### config.mk
export PLATFORM = sky130hd
export DESIGN_NAME = gb2312_font_address_generator
export DESIGN_NICKNAME = d
export VERILOG_FILES = /design/src/hw/rtl/gbfa_pkg.sv /design/src/hw/rtl/gb2312_font_address_generator.sv /design/src/hw/rtl/gbfa_decoder.sv /design/src/hw/rtl/gbfa_out_buf.sv
export SDC_FILE = /design/constraint.sdc
export NUM_CORES = 1
export LEC_CHECK = 0
export BUFFER_PORTS_ARGS = -buffer_cell sky130_fd_sc_hd__buf_2
export CORE_MARGIN = 4
export CORE_UTILIZATION = 44
export DETAILED_ROUTE_END_ITERATION = 8
export GPL_TIMING_DRIVEN = 0
export SLEW_MARGIN = 20
export SYNTH_ARGS = -nofsm -noshare
export SYNTH_HDL_FRONTEND = slang
export SYNTH_SLANG_ARGS = --single-unit
### constraint.sdc
create_clock -name aclk -period 9.2 [get_ports aclk]
set_input_delay 1.38 -clock aclk [delete_from_list [all_inputs] [get_ports aclk]]
set_output_delay 1.38 -clock aclk [all_outputs]
set_load 0.01 [all_outputs]
### src/hw/rtl/gbfa_pkg.sv
`timescale 1ns / 1ps

package gbfa_pkg;

    // byte ranges of the gb2312 and ascii code spaces
    localparam logic [7:0] HANZI_LO  = 8'hB0;
    localparam logic [7:0] HANZI_HI  = 8'hF7;
    localparam logic [7:0] SYM_LO    = 8'hA1;
    localparam logic [7:0] SYM_HI    = 8'hA3;
    localparam logic [7:0] TRAIL_MIN = 8'hA1;
    localparam logic [7:0] ASCII_LO  = 8'h20;
    localparam logic [7:0] ASCII_HI  = 8'h7E;
    localparam logic [7:0] TERM_BYTE = 8'h00;

    // glyph index arithmetic
    localparam int         IDX_W        = 13;
    localparam logic [IDX_W-1:0] ROW_SIZE     = 13'd94;
    localparam logic [IDX_W-1:0] HANZI_OFFSET = 13'd846;

    localparam int         ADDR_W     = 18;
    localparam logic [ADDR_W-1:0] ASCII_BASE = 18'h3CF80;

    // glyph kinds and column advances
    localparam logic       KIND_WIDE   = 1'b0;
    localparam logic       KIND_NARROW = 1'b1;
    localparam logic [7:0] ADV_WIDE    = 8'd16;
    localparam logic [7:0] ADV_NARROW  = 8'd8;

    // decoder state: pending lead byte and running column
    typedef struct packed {
        logic [7:0] lead_byte;
        logic       lead_pending;
        logic [7:0] cursor_column;
    } state_t;

    // one glyph result
    typedef struct packed {
        logic [ADDR_W-1:0] font_address;
        logic              glyph_kind;
        logic [7:0]        glyph_column;
        logic [2:0]        glyph_page;
    } result_t;

endpackage

### src/hw/rtl/gb2312_font_address_generator.sv
`timescale 1ns / 1ps
// each glyph result is registered in the output buffer before it shows on m_tvalid,
// and a new result waits in the skid slot while the output is stalled
// throughput: one text byte per cycle; the decode is one short stage into a
// two-entry output buffer, so s_tready drops only when both entries are full
// reset: synchronous active-low aresetn clears the pending lead, the column and
// both output slots

module gb2312_font_address_generator (
    input  logic        aclk,
    input  logic        aresetn,
    input  logic        s_tvalid,
    output logic        s_tready,
    input  logic [23:0] s_tdata,  // text_byte[7:0], start_column[15:8], page_row[18:16], zero
    input  logic        s_tuser,  // string_start
    output logic        m_tvalid,
    input  logic        m_tready,
    output logic [31:0] m_tdata,  // font_address[17:0], glyph_column[25:18],
                                  // glyph_page[28:26], zero
    output logic        m_tuser   // glyph_kind
);
    import gbfa_pkg::*;

    state_t  state_reg;
    state_t  state_next;
    state_t  state_dec;
    logic    accept;
    logic    emit;
    result_t result;
    result_t out_data;

    assign accept = s_tvalid && s_tready;

    // byte classification and address arithmetic
    gbfa_decoder u_decoder (
        .state_cur    (state_reg),
        .text_byte    (s_tdata[7:0]),
        .string_start (s_tuser),
        .start_column (s_tdata[15:8]),
        .page_row     (s_tdata[18:16]),
        .state_next   (state_dec),
        .emit         (emit),
        .result       (result)
    );

    // pending lead and column advance on each accepted request
    assign state_next = accept ? state_dec : state_reg;

    always_ff @(posedge aclk) begin
        if (!aresetn) begin
            state_reg <= '0;
        end else begin
            state_reg <= state_next;
        end
    end

    // result register with skid slot
    gbfa_out_buf u_out_buf (
        .aclk      (aclk),
        .aresetn   (aresetn),
        .push      (accept && emit),
        .push_data (result),
        .ready     (s_tready),
        .out_valid (m_tvalid),
        .out_ready (m_tready),
        .out_data  (out_data)
    );

    assign m_tdata = {3'b0, out_data.glyph_page, out_data.glyph_column, out_data.font_address};
    assign m_tuser = out_data.glyph_kind;

    // decoder state holds between requests
    a_state_holds: assert property (@(posedge aclk) disable iff (!aresetn)
        !accept |=> $stable(state_reg))
        else $error("decoder state moved without a request");

    // a pending lead is always a valid gb2312 lead byte
    a_lead_range: assert property (@(posedge aclk) disable iff (!aresetn)
        state_reg.lead_pending |->
        ((state_reg.lead_byte >= HANZI_LO && state_reg.lead_byte <= HANZI_HI) ||
         (state_reg.lead_byte >= SYM_LO && state_reg.lead_byte <= SYM_HI)))
        else $error("pending lead byte out of range");

    // a stalled glyph stays put until taken
    a_out_stable: assert property (@(posedge aclk) disable iff (!aresetn)
        (m_tvalid && !m_tready) |=> (m_tvalid && $stable(m_tdata) && $stable(m_tuser)))
        else $error("glyph result changed while stalled");

endmodule

### src/hw/rtl/gbfa_decoder.sv
`timescale 1ns / 1ps

module gbfa_decoder (
    input  gbfa_pkg::state_t  state_cur,
    input  logic [7:0]        text_byte,
    input  logic              string_start,
    input  logic [7:0]        start_column,
    input  logic [2:0]        page_row,
    output gbfa_pkg::state_t  state_next,
    output logic              emit,
    output gbfa_pkg::result_t result
);
    import gbfa_pkg::*;

    logic [7:0]       col_eff;
    logic             pend_eff;
    logic [7:0]       hz_diff;
    logic [7:0]       sy_diff;
    logic [7:0]       tr_diff;
    logic [7:0]       as_diff;
    logic [IDX_W-1:0] hz_idx;
    logic [IDX_W-1:0] sy_idx;
    logic [IDX_W-1:0] wide_idx;
    logic             is_lead;
    logic             is_ascii;
    logic             is_trail;

    // a new string reloads the column and drops any pending lead
    assign col_eff  = string_start ? start_column : state_cur.cursor_column;
    assign pend_eff = string_start ? 1'b0 : state_cur.lead_pending;

    // byte classes
    assign is_lead  = ((text_byte >= HANZI_LO) && (text_byte <= HANZI_HI)) ||
                      ((text_byte >= SYM_LO) && (text_byte <= SYM_HI));
    assign is_ascii = (text_byte >= ASCII_LO) && (text_byte <= ASCII_HI);
    assign is_trail = text_byte >= TRAIL_MIN;

    // glyph index of a two-byte character
    assign hz_diff  = state_cur.lead_byte - HANZI_LO;
    assign sy_diff  = state_cur.lead_byte - SYM_LO;
    assign tr_diff  = text_byte - TRAIL_MIN;
    assign as_diff  = text_byte - ASCII_LO;
    assign hz_idx   = {6'b0, hz_diff[6:0]} * ROW_SIZE + {5'b0, tr_diff} + HANZI_OFFSET;
    assign sy_idx   = {11'b0, sy_diff[1:0]} * ROW_SIZE + {5'b0, tr_diff};
    assign wide_idx = (state_cur.lead_byte >= HANZI_LO) ? hz_idx : sy_idx;

    // classify the byte and build the result
    always_comb begin
        state_next.lead_byte    = 8'h00;
        state_next.lead_pending = 1'b0;
        state_next.cursor_column = col_eff;
        emit                    = 1'b0;
        result.font_address     = {wide_idx, 5'b0};
        result.glyph_kind       = KIND_WIDE;
        result.glyph_column     = col_eff;
        result.glyph_page       = page_row;

        if (text_byte == TERM_BYTE) begin
            emit = 1'b0;
        end else if (pend_eff && is_trail) begin
            emit = 1'b1;
            state_next.cursor_column = col_eff + ADV_WIDE;
        end else if (is_lead) begin
            state_next.lead_byte    = text_byte;
            state_next.lead_pending = 1'b1;
        end else if (is_ascii) begin
            emit                = 1'b1;
            result.font_address = ASCII_BASE + {7'b0, as_diff[6:0], 4'b0};
            result.glyph_kind   = KIND_NARROW;
            state_next.cursor_column = col_eff + ADV_NARROW;
        end
    end

endmodule

### src/hw/rtl/gbfa_out_buf.sv
`timescale 1ns / 1ps

module gbfa_out_buf (
    input  logic              aclk,
    input  logic              aresetn,
    input  logic              push,
    input  gbfa_pkg::result_t push_data,
    output logic              ready,
    output logic              out_valid,
    input  logic              out_ready,
    output gbfa_pkg::result_t out_data
);
    import gbfa_pkg::*;

    logic    main_valid_reg;
    logic    main_valid_next;
    logic    skid_valid_reg;
    logic    skid_valid_next;
    result_t main_data_reg;
    result_t main_data_next;
    result_t skid_data_reg;
    result_t skid_data_next;

    // upstream may push as long as the skid slot is free
    assign ready     = !skid_valid_reg;
    assign out_valid = main_valid_reg;
    assign out_data  = main_data_reg;

    // main and skid slot update
    always_comb begin
        main_valid_next = main_valid_reg;
        skid_valid_next = skid_valid_reg;
        main_data_next  = main_data_reg;
        skid_data_next  = skid_data_reg;
        if (skid_valid_reg) begin
            if (out_ready) begin
                main_data_next  = skid_data_reg;
                skid_valid_next = 1'b0;
            end
        end else if (push) begin
            if (!main_valid_reg || out_ready) begin
                main_data_next  = push_data;
                main_valid_next = 1'b1;
            end else begin
                skid_data_next  = push_data;
                skid_valid_next = 1'b1;
            end
        end else if (out_ready) begin
            main_valid_next = 1'b0;
        end
    end

    always_ff @(posedge aclk) begin
        if (!aresetn) begin
            main_valid_reg <= 1'b0;
            skid_valid_reg <= 1'b0;
        end else begin
            main_valid_reg <= main_valid_next;
            skid_valid_reg <= skid_valid_next;
        end
        main_data_reg <= main_data_next;
        skid_data_reg <= skid_data_next;
    end

    // the skid slot only fills behind a waiting main slot
    a_skid_behind_main: assert property (@(posedge aclk) disable iff (!aresetn)
        skid_valid_reg |-> main_valid_reg)
        else $error("skid slot valid while main slot empty");

    // a stalled skid entry moves to main once taken
    a_skid_drains: assert property (@(posedge aclk) disable iff (!aresetn)
        (skid_valid_reg && out_ready) |=> (main_valid_reg && !skid_valid_reg &&
        main_data_reg == $past(skid_data_reg)))
        else $error("skid entry not moved to main slot");

    // a push into a full-but-stalled main lands in skid
    a_push_to_skid: assert property (@(posedge aclk) disable iff (!aresetn)
        (push && ready && main_valid_reg && !out_ready) |=> skid_valid_reg)
        else $error("request lost while output stalled");

endmodule
==> out/qor.yml <==
status: "finished, final reports clean"
finalSetupViolations: 0
combPwrFrac_pct: 33.8
fin_skew_ps: 3.383
fin_crit_ps: 5176
crit_path_start_kind: "flip-flop"
worstSetupPathType: "reg -> reg"
power.switching_mw: 0.3377
slew_headroom_pct: 38.28
p_clk_share_pct: 31.6
diodes: 0
critPathMaxStageDelay_ps: 530
start_util_pct: 44.75
hold_viol: 0
fin_cells: 758
drtIter0Drc: 231
hold_class: "reg -> reg"
wirelength_um: 11190
dp_hpwl_um: 8920
grt_antenna_before_repair: 0
tightest_slew_ps: 924.1
dieArea_sq_mm: 0.01399
power_density_mw_per_mm2: 172.5
grt_pass1_vias: 3911
clock_latency_ps: 330
synth_ff_type: "edfxtp_1"
h-tree-depth: 3
crit_slowest_cell: "fa_1"
rsz0062_at_grt: "false"
ys_seq_area_share_pct: 36.28
ys_seq_elements: 71
core_area_sq_mm: 0.01196
post_cts_resized: 0
synth_area_sq_mm: 0.005353
io_pins: 64
syn_avg_cell_area_sq_um: 9.931
ys_warn_count: 0
firstDrtPassIters: 4
clock_sinks: 71
ctsRootBufferMaster: "clkbuf_16"
areaGrowthSynthToFinish_pct: 14.80
cts_tree: "done"
crit_chain: "ha_1 -> xnor2_1 -> ha_1 -> fa_1 -> inv_1 -> fa_1 -> inv_1 -> ha_1 -> xor2_1 -> inv_1 -> ha_1 -> o21a_1 -> a21oi_1 -> or3_1 -> a31oi_1 -> xor2_1 -> o21ai_0"
cts_hold_buf: 0
synth.distinct_cells: 56
p_sw_share_pct: 31.85
period_share_pct: 56.26
post_drt_wl_per_cell_um: 14.76
seqPwrFrac_pct: 34.6
gp_congestion: 0.8475
cts_buffers: 9
die_w_um: 118.3
placedCellCount: 743
intPower_mw: 0.7225
timing.fmax_mhz: 193.2
crit_arrival_ps: 5240
synth_edf_count: 52
hold_ws_ps: 500.4
grt_pass1_wl_um: 18930
worst-path-buf-inv: 3
die_h_um: 118.3
drtAntennaViolNets: 0
path_delay_family: "adder cells"
drc: 0
clk_pin_slew_worst_paths_ps: 60
slew_viol_final: 0
leakagePower_nw: 2.675
ys_async_sr_fraction_pct: 0
avgViaCountPerCell: 5.210
endpoint_kind: "flip-flop"
cap_violations: 0
fin_nets: 710
cts_setup_buffers: 0
num_rows: 40
grt_max_degree: 26
overflow: 0
cp_data_required_time_ps: 9260
clock_path_buffers: 2
drive_gt1_share_pct: 18.00
portBuffers: 48
routed-via-count: 3949
crit_top_cell: "ha_1"
globalRouteTotalUtil_pct: 16.40
cp_max_fo: 7
fin_tns_setup_ps: 0
synthCells: 539
ir_drop_v: 0.00007003
==> cell usage in the layout, fill, tap and decap left out, types with 6 or more instances in the layout <==
master,Yosys,layout
a211oi_1,6,6
a21o_1,6,6
a21oi_1,34,33
a22oi_1,7,7
buf_2,2,50
buf_4,8,10
clkbuf_1,13,13
clkbuf_16,0,9
conb_1,1,7
dfxtp_1,19,19
edfxtp_1,52,52
fa_1,14,14
ha_1,60,60
inv_1,69,69
mux2_2,24,24
nand2_1,31,31
nand3_1,8,8
nor2_1,30,30
nor2b_1,15,15
nor3_1,10,10
o21a_1,6,6
o21ai_0,24,24
xnor2_1,20,20
xor2_1,11,11
==> power groups by stage <==
| stage | Clock (mW) | Sequential, mW | Combinational, mW |
|---|---|---|---|
| after floorplan | 0 | 0.377 | 0.271 |
| after global placement | 0 | 0.374 | 0.347 |
| after detailed placement | 0 | 0.374 | 0.358 |
| after CTS | 0.343 | 0.367 | 0.361 |
| after global routing | 0.358 | 0.368 | 0.408 |
| final | 0.335 | 0.367 | 0.359 |
==> logic make-up (layout without fill, tap and decap cells) <==
family / after synthesis / after routing / synth area share (%)
compound gates: 117 / 117 / 14.40
xor+xnor: 31 / 31 / 5.072
fa+ha+maj: 74 / 74 / 19.26
buf+inv: 93 / 159 / 7.270
flops: 71 / 71 / 36.28
mux: 27 / 27 / 5.610
other cells: 1 / 7 / 0.07006
simple gates: 125 / 125 / 12.04
==> cells in the mapped netlist, types with 6 or more instances <==
cell type	count	area share [%]
inv_1	69	4.8
ha_1	60	14
edfxtp_1	52	29
a21oi_1	34	3.2
nand2_1	31	2.2
nor2_1	30	2.1
mux2_2	24	5.0
o21ai_0	24	2.2
xnor2_1	20	3.3
dfxtp_1	19	7.1
nor2b_1	15	1.8
fa_1	14	5.2
clkbuf_1	13	0.91
xor2_1	11	1.8
nor3_1	10	0.94
buf_4	8	1.1
nand3_1	8	0.75
a22oi_1	7	0.98
a211oi_1	6	0.84
a21o_1	6	0.84
o21a_1	6	0.84
==> metrics by stage <==
stage / util, % / setup slack [ps] / instance area, sq um / total power, mW
2_1_floorplan: - / 4324 / 5375 / 0.6484
3_3_place_gp: 48.48 / 3043 / 5799 / 0.7211
3_5_place_dp: 48.97 / 3942 / 5858 / 0.7319
4_1_cts: 51.37 / 4002 / 6145 / 1.071
5_1_grt: 51.37 / 3695 / 6145 / 1.134
6_report: 51.37 / 4024 / 6145 / 1.060
==> per-layer routing <==
metal	GRT usage (%)	wire (um)	part of all wire [%]	vias up
li1	-	-	-	2021
met1	22.85	5391	48	1840
met2	25.76	5091	46	75
met3	3.780	559	5.0	13
met4	4.249	147	1.3	0
met5	0	0	0	-
==> worst reg2reg max path: stages, from the launching register on <==
cell,delay (ps)
dfxtp_1,390
ha_1,260
xnor2_1,490
ha_1,360
fa_1,480
inv_1,50
fa_1,530
inv_1,50
ha_1,380
xor2_1,420
inv_1,90
ha_1,310
o21a_1,160
a21oi_1,110
or3_1,320
a31oi_1,180
xor2_1,230
o21ai_0,100
==> path summary, 6_finish.rpt <==
check,from,endpoint,slack (ps),depth (start not counted)
max,state_reg[13],u_out_buf.skid_data_reg[28],4020,17
min,state_reg[2],state_reg[2],500,2
max reg2reg,state_reg[13],u_out_buf.skid_data_reg[28],4020,17
min reg2reg,state_reg[2],state_reg[2],500,2
==> final cells by class <==
class	count	area, sq um
plain buffers	24	130.1
clock buffers	9	225.2
multi-input cells	381	3060
fillers	1132	5817
flip-flops and latches	71	1942
well taps	147	183.9
inverters	69	259.0
clock inverters	6	61.31
repair buffers	51	282.8
(Power assumes the default switching activity.)
